<file path="config.mk">
export PLATFORM = sky130hd
export DESIGN_NAME = sorted_sleep_timer_queue
export DESIGN_NICKNAME = d
export VERILOG_FILES = /design/src/design/sstq_pkg.sv /design/src/design/sorted_sleep_timer_queue.sv /design/src/design/sstq_cell.sv
export SDC_FILE = /design/constraint.sdc
export NUM_CORES = 2
export LEC_CHECK = 0
export BUFFER_PORTS_ARGS = -buffer_cell sky130_fd_sc_hd__buf_4
export CAP_MARGIN = 10
export CORE_MARGIN = 10
export CORE_UTILIZATION = 45
export DETAILED_ROUTE_END_ITERATION = 6
export GPL_ROUTABILITY_DRIVEN = 0
export PLACE_DENSITY = 0.64
export SLEW_MARGIN = 20
export SYNTH_ARGS = -nofsm -noshare
export SYNTH_HDL_FRONTEND = slang
export SYNTH_SLANG_ARGS = --single-unit
</file>
<file path="constraint.sdc">
create_clock -name aclk -period 11 [get_ports aclk]
set_input_delay 1.1 -clock aclk [delete_from_list [all_inputs] [get_ports aclk]]
set_output_delay 1.1 -clock aclk [all_outputs]
set_load 0.01 [all_outputs]
</file>
<file path="src/design/sstq_pkg.sv">
// shared types and codes for the sorted sleep timer queue
package sstq_pkg;

    typedef enum logic [1:0] {
        CELL_HOLD,
        CELL_INSERT,
        CELL_TICK,
        CELL_SHIFT
    } cell_op_t;

    typedef enum logic {
        ST_IDLE,
        ST_DRAIN
    } ctrl_state_t;

    localparam logic ACTION_TICK  = 1'b0;
    localparam logic ACTION_SLEEP = 1'b1;

    localparam logic [1:0] KIND_WOKEN    = 2'd0;
    localparam logic [1:0] KIND_ACCEPTED = 2'd1;
    localparam logic [1:0] KIND_FULL     = 2'd2;
    localparam logic [1:0] KIND_ZERO     = 2'd3;

endpackage

</file>
<file path="src/design/sorted_sleep_timer_queue.sv">
// sorted sleep timer queue: a chain of cells kept in ascending remaining time
// sleep beat: the result is registered in the output register on acceptance;
//   with m_ready held high a new beat is taken every cycle
// tick beat: the tick decrements every valid cell, then one woken thread leaves the head
//   cell per cycle while the output is free, until the head is found not expired
// reset (aresetn low, synchronous) empties every cell and drops any pending result
module sorted_sleep_timer_queue #(
    parameter int QUEUE_DEPTH = 16,
    parameter int TIME_BITS   = 32,
    parameter int ID_BITS     = 8
) (
    input  logic                 aclk,
    input  logic                 aresetn,
    input  logic                 s_valid,
    output logic                 s_ready,
    input  logic                 s_action,
    input  logic [ID_BITS-1:0]   s_thread_id,
    input  logic [TIME_BITS-1:0] s_sleep_time,
    output logic                 m_valid,
    input  logic                 m_ready,
    output logic [1:0]           m_kind,
    output logic [ID_BITS-1:0]   m_woken_thread,
    output logic                 m_last
);

    sstq_pkg::ctrl_state_t state_reg, state_next;
    sstq_pkg::cell_op_t    cell_op;

    logic                 m_valid_reg, m_valid_next;
    logic [1:0]           m_kind_reg, m_kind_next;
    logic [ID_BITS-1:0]   m_id_reg, m_id_next;
    logic                 m_last_reg, m_last_next;

    logic                 c_valid [QUEUE_DEPTH];
    logic [TIME_BITS-1:0] c_time  [QUEUE_DEPTH];
    logic [ID_BITS-1:0]   c_id    [QUEUE_DEPTH];
    logic                 c_keep  [QUEUE_DEPTH];

    logic out_free;
    logic accept;
    logic full;
    logic head_expired;
    logic next_expired;

    genvar gi;
    generate
        for (gi = 0; gi < QUEUE_DEPTH; gi++) begin : g_cell
            logic                 lv, lk, rv;
            logic [TIME_BITS-1:0] lt, rt;
            logic [ID_BITS-1:0]   li, ri;
            if (gi == 0) begin : g_first
                assign lv = 1'b0;
                assign lt = '0;
                assign li = '0;
                assign lk = 1'b1;
            end else begin : g_mid
                assign lv = c_valid[gi-1];
                assign lt = c_time[gi-1];
                assign li = c_id[gi-1];
                assign lk = c_keep[gi-1];
            end
            if (gi == QUEUE_DEPTH - 1) begin : g_end
                assign rv = 1'b0;
                assign rt = '0;
                assign ri = '0;
            end else begin : g_inner
                assign rv = c_valid[gi+1];
                assign rt = c_time[gi+1];
                assign ri = c_id[gi+1];
            end
            sstq_cell #(
                .TIME_BITS (TIME_BITS),
                .ID_BITS   (ID_BITS)
            ) u_cell (
                .aclk          (aclk),
                .aresetn       (aresetn),
                .op_i          (cell_op),
                .ins_time_i    (s_sleep_time),
                .ins_id_i      (s_thread_id),
                .left_valid_i  (lv),
                .left_time_i   (lt),
                .left_id_i     (li),
                .left_keep_i   (lk),
                .right_valid_i (rv),
                .right_time_i  (rt),
                .right_id_i    (ri),
                .valid_o       (c_valid[gi]),
                .time_o        (c_time[gi]),
                .id_o          (c_id[gi]),
                .keep_o        (c_keep[gi])
            );
        end
    endgenerate

    assign out_free     = !m_valid_reg || m_ready;
    assign s_ready      = (state_reg == sstq_pkg::ST_IDLE) && out_free;
    assign accept       = s_valid && s_ready;
    assign full         = c_valid[QUEUE_DEPTH-1];
    assign head_expired = c_valid[0] && (c_time[0] == '0);
    assign next_expired = c_valid[1] && (c_time[1] == '0);

    always_comb begin
        state_next   = state_reg;
        cell_op      = sstq_pkg::CELL_HOLD;
        m_valid_next = m_valid_reg && !m_ready;
        m_kind_next  = m_kind_reg;
        m_id_next    = m_id_reg;
        m_last_next  = m_last_reg;
        case (state_reg)
            sstq_pkg::ST_IDLE: begin
                if (accept) begin
                    if (s_action == sstq_pkg::ACTION_SLEEP) begin
                        m_valid_next = 1'b1;
                        m_id_next    = s_thread_id;
                        m_last_next  = 1'b1;
                        if (s_sleep_time == '0) begin
                            m_kind_next = sstq_pkg::KIND_ZERO;
                        end else if (full) begin
                            m_kind_next = sstq_pkg::KIND_FULL;
                        end else begin
                            m_kind_next = sstq_pkg::KIND_ACCEPTED;
                            cell_op     = sstq_pkg::CELL_INSERT;
                        end
                    end else begin
                        cell_op    = sstq_pkg::CELL_TICK;
                        state_next = sstq_pkg::ST_DRAIN;
                    end
                end
            end
            sstq_pkg::ST_DRAIN: begin
                // expired entries form a prefix; pop them from the head one per beat
                if (head_expired) begin
                    if (out_free) begin
                        m_valid_next = 1'b1;
                        m_kind_next  = sstq_pkg::KIND_WOKEN;
                        m_id_next    = c_id[0];
                        m_last_next  = !next_expired;
                        cell_op      = sstq_pkg::CELL_SHIFT;
                    end
                end else begin
                    state_next = sstq_pkg::ST_IDLE;
                end
            end
            default: begin
                state_next = sstq_pkg::ST_IDLE;
            end
        endcase
    end

    always_ff @(posedge aclk) begin
        if (!aresetn) begin
            state_reg   <= sstq_pkg::ST_IDLE;
            m_valid_reg <= 1'b0;
        end else begin
            state_reg   <= state_next;
            m_valid_reg <= m_valid_next;
        end
        m_kind_reg <= m_kind_next;
        m_id_reg   <= m_id_next;
        m_last_reg <= m_last_next;
    end

    assign m_valid        = m_valid_reg;
    assign m_kind         = m_kind_reg;
    assign m_woken_thread = m_id_reg;
    assign m_last         = m_last_reg;

endmodule

</file>
<file path="src/design/sstq_cell.sv">
// one queue cell: holds an entry and trades it with its neighbors
module sstq_cell #(
    parameter int TIME_BITS = 32,
    parameter int ID_BITS   = 8
) (
    input  logic                 aclk,
    input  logic                 aresetn,
    input  sstq_pkg::cell_op_t   op_i,
    input  logic [TIME_BITS-1:0] ins_time_i,
    input  logic [ID_BITS-1:0]   ins_id_i,
    input  logic                 left_valid_i,
    input  logic [TIME_BITS-1:0] left_time_i,
    input  logic [ID_BITS-1:0]   left_id_i,
    input  logic                 left_keep_i,
    input  logic                 right_valid_i,
    input  logic [TIME_BITS-1:0] right_time_i,
    input  logic [ID_BITS-1:0]   right_id_i,
    output logic                 valid_o,
    output logic [TIME_BITS-1:0] time_o,
    output logic [ID_BITS-1:0]   id_o,
    output logic                 keep_o
);

    logic                 valid_reg, valid_next;
    logic [TIME_BITS-1:0] time_reg, time_next;
    logic [ID_BITS-1:0]   id_reg, id_next;

    // entries at or below the new time stay put, so equal times keep arrival order
    assign keep_o = valid_reg && (time_reg <= ins_time_i);

    always_comb begin
        valid_next = valid_reg;
        time_next  = time_reg;
        id_next    = id_reg;
        case (op_i)
            sstq_pkg::CELL_INSERT: begin
                if (!keep_o) begin
                    if (left_keep_i) begin
                        valid_next = 1'b1;
                        time_next  = ins_time_i;
                        id_next    = ins_id_i;
                    end else begin
                        valid_next = left_valid_i;
                        time_next  = left_time_i;
                        id_next    = left_id_i;
                    end
                end
            end
            sstq_pkg::CELL_TICK: begin
                if (valid_reg && (time_reg != '0)) begin
                    time_next = time_reg - TIME_BITS'(1);
                end
            end
            sstq_pkg::CELL_SHIFT: begin
                valid_next = right_valid_i;
                time_next  = right_time_i;
                id_next    = right_id_i;
            end
            default: begin
            end
        endcase
    end

    always_ff @(posedge aclk) begin
        if (!aresetn) begin
            valid_reg <= 1'b0;
        end else begin
            valid_reg <= valid_next;
        end
        time_reg <= time_next;
        id_reg   <= id_next;
    end

    assign valid_o = valid_reg;
    assign time_o  = time_reg;
    assign id_o    = id_reg;

endmodule
</file>
==> reports/metrics.csv <==
stage,metric,value,unit
status,outcome,"complete, but fails checks",
sta,Tcrit/Tclk final,51.05,%
sta,RSZ-0062 raised after global routing,false,
cts,root buffer selected by CTS,clkbuf_16,
power_and_ir_drop,Switching Power,2194,µW
final_layout,layout net count,6278,
power_and_ir_drop,Switching Share,30.08,%
die,Core Area,123300,µm²
sta,Slew Limit Fails,0,
cts,CTS Hold Bufs,0,
synthesis,Post-Syn Nets,6453,
cts,CTS H-tree lvls,3,
power_and_ir_drop,pwr dens,120.5,nW/µm²
cts,CTS tree,done,
cts,CTS max path bufs,3,
route,DRT Pass-1 Iters,7,
critical_path,CP max FO,167,
synthesis,post-synthesis sequential area ratio,35.72,%
synthesis,mapped cell area,55740,µm²
route,detailed-route via count,49870,
global_routing,first-pass GRT wire length,302700,µm
die,Initial Util,45.20,%
die,Cell Rows,129,
power_and_ir_drop,Clk pwr share,39.8,%
route,Vias/cell,6.712,
cts,Num CTS Buffers,84,
synthesis,Post-Syn Instances,5898,
place,DP Wirelength,145500,µm
final_layout,Final Non-Filler Cells,7430,
die,num ports,58,
place,buffers added on ports,57,
critical_path,Critical Path Sink Type,flip-flop,
final_layout,max reg flops,512,
power_and_ir_drop,cell leakage power,0.01997,µW
sta,setup total negative slack,0,ps
sta,Fmax,178.1,MHz
power_and_ir_drop,Seq pwr share,44.4,%
cts,"Setup Fix Bufs, Post-CTS",0,
run,MaxCap Viol Count,0,
synthesis,most common flop cell mapped by yosys,edfxtp_1,
cts,clock-pin transition on the worst setup and hold timing paths,60,ps
route,routed len/inst,27.08,µm
status,failing checks,DRC,
cts,CTS sink count,669,
global_routing,initial antenna violation count,4,
route,DRC viols,8,
hold_path,Hold Crit Class,reg2reg,
die,full die area,138400,µm²
final_layout,Syn-to-layout area delta,8.579,%
sta,relative slew slack,14.75,%
synthesis,post-synthesis sequential element count,669,
place,# placed instances,7268,
sta,clk_skew,26.81,ps
power_and_ir_drop,power share of the combinational group,15.8,%
critical_path,startpoint types,flip-flop,
route,Routed Antenna Nets,0,
global_routing,pin count of the biggest net entering global routing,192,
critical_path,critical path type,reg2reg,
critical_path,required time of the critical path,11520,ps
cts,# resized after CTS,0,
sta,Final Hold Slack,518.4,ps
sta,Final Hold Fails,0,
cts,worst skew pair latency,700,ps
synthesis,Ys Warns,0,
sta,Final setup violation count,0,
critical_path,Critical Path AT,6130,ps
synthesis,"EDFF count, synth",651,
synthesis,ys async rst share,0,%
global_routing,vias in the first global route,48480,
sta,measured slew at the worst slew-check pin,1276,ps
global_routing,GRT Resource Usage Total,28.00,%
final_layout,share of cells above drive strength 1,6.269,%
sta,Tmin final,5616,ps
synthesis,syn avg cell area,9.451,µm²
route,Starting DRT DRC Count,5728,
die,DIE WIDTH,372.0,µm
route,final wirelength,201200,µm
global_routing,GR Overflow Total,0,
synthesis,number of distinct library cells after synthesis,78,
die,floorplan die height,372.0,µm
power_and_ir_drop,Peak VDD IR,124.6,µV
power_and_ir_drop,Power Internal,5099,µW
-- final cells by class --
| cell class | count | area (µm²) |
|---|---|---|
| Fill cell | 11380 | 62790 |
| Multi-Input combinational cell | 4723 | 34060 |
| Sequential cell | 669 | 19910 |
| Clock buffer | 104 | 2248 |
| Tap cell | 1637 | 2048 |
| Timing Repair Buffer | 160 | 1383 |
| Clock inverter | 49 | 548.0 |
| Inverter | 85 | 319.1 |
| Antenna cell | 3 | 7.507 |
-- layout by cell type, fill, tap and decap left out, types with 217 or more instances in the layout --
| cell | netlist | final |
|---|---|---|
| a21oi_1 | 337 | 327 |
| edfxtp_1 | 651 | 651 |
| nand2_1 | 485 | 485 |
| a22oi_1 | 275 | 270 |
| xor2_1 | 217 | 217 |
| o21ai_0 | 432 | 431 |
| nor2_1 | 256 | 251 |
| ha_1 | 510 | 510 |
| mux2i_1 | 450 | 450 |
| o21ai_1 | 234 | 234 |
-- critical path, cell delays in order (launching register included) --
cell      delay, ps
edfxtp_1        500
or4_1           680
or4_4           620
nor4_4          610
buf_12          650
buf_4           880
buf_4           790
a22oi_1         250
o21ai_0         150
-- final timing paths --
path | from | end | slack, ps | depth (start not counted)
worst max-delay path | g_cell[0].u_cell.time_o[26] | g_cell[10].u_cell.time_o[9] | 5380 | 8
worst min-delay path | g_cell[6].u_cell.valid_o | g_cell[7].u_cell.valid_o | 520 | 2
worst min register to register | g_cell[6].u_cell.valid_o | g_cell[7].u_cell.valid_o | 520 | 2
worst max register to register | g_cell[0].u_cell.time_o[26] | g_cell[10].u_cell.time_o[9] | 5380 | 8
-- Yosys cell counts (all sizes together), types with 19 or more instances --
master	count	area [µm²]
o21ai	667	3349
edfxtp	651	19550
ha	510	6381
nand2	485	1821
mux2i	450	4504
a21oi	337	1687
clkbuf	298	1120
a22oi	275	2064
nor2	256	960.9
xor2	217	1901
xnor2	211	1848
nor3	143	715.7
nor4	139	884.6
a221o	138	1381
nand4	138	863.3
buf	123	630.6
nand3	110	550.5
or4	95	716.9
inv	85	319.1
or3	71	444.2
o22ai	49	306.5
o211ai	39	292.8
a221oi	38	332.8
nand2b	33	206.5
nor2b	29	181.4
and2	21	131.4
a31oi	19	118.9
nor3b	19	142.6
-- layer usage --
| layer | routed length, µm | vias up | track usage (%) |
|---|---|---|---|
| li1 | - | 22530 | - |
| met1 | 78840 | 24060 | 34.86 |
| met2 | 91280 | 2561 | 44.96 |
| met3 | 15890 | 717 | 3.941 |
| met4 | 15180 | 0 | 18.84 |
| met5 | 0 | - | 0 |
-- power groups by stage --
stage	clock, µW	combinational (µW)	sequential, µW
4_1_cts	2940	1120	3230
5_1_grt	3030	1260	3250
2_1_floorplan	0	789	3180
6_report	2900	1150	3240
3_3_place_gp	0	1070	3280
3_5_place_dp	0	1110	3280
-- stage by stage --
step / util [%] / worst slack [ps] / total power (µW) / cell area, µm²
after CTS: 48.95 / 5388 / 7291 / 60370
final: 49.08 / 5384 / 7293 / 60530
after detailed placement: 46.69 / 5163 / 4396 / 57570
after global placement: 46.63 / 5259 / 4350 / 57510
after floorplan: - / 5082 / 3966 / 55740
after global routing: 49.08 / 5259 / 7549 / 60530
-- cell families after synthesis --
logic type,share of synthesized area [%]
compound gates,19.00
xor+xnor,6.725
fa+ha+maj,11.45
buf+inv,3.713
flops,35.72
mux,8.303
simple gates,15.10
Power figures use the tool's default switching activity.
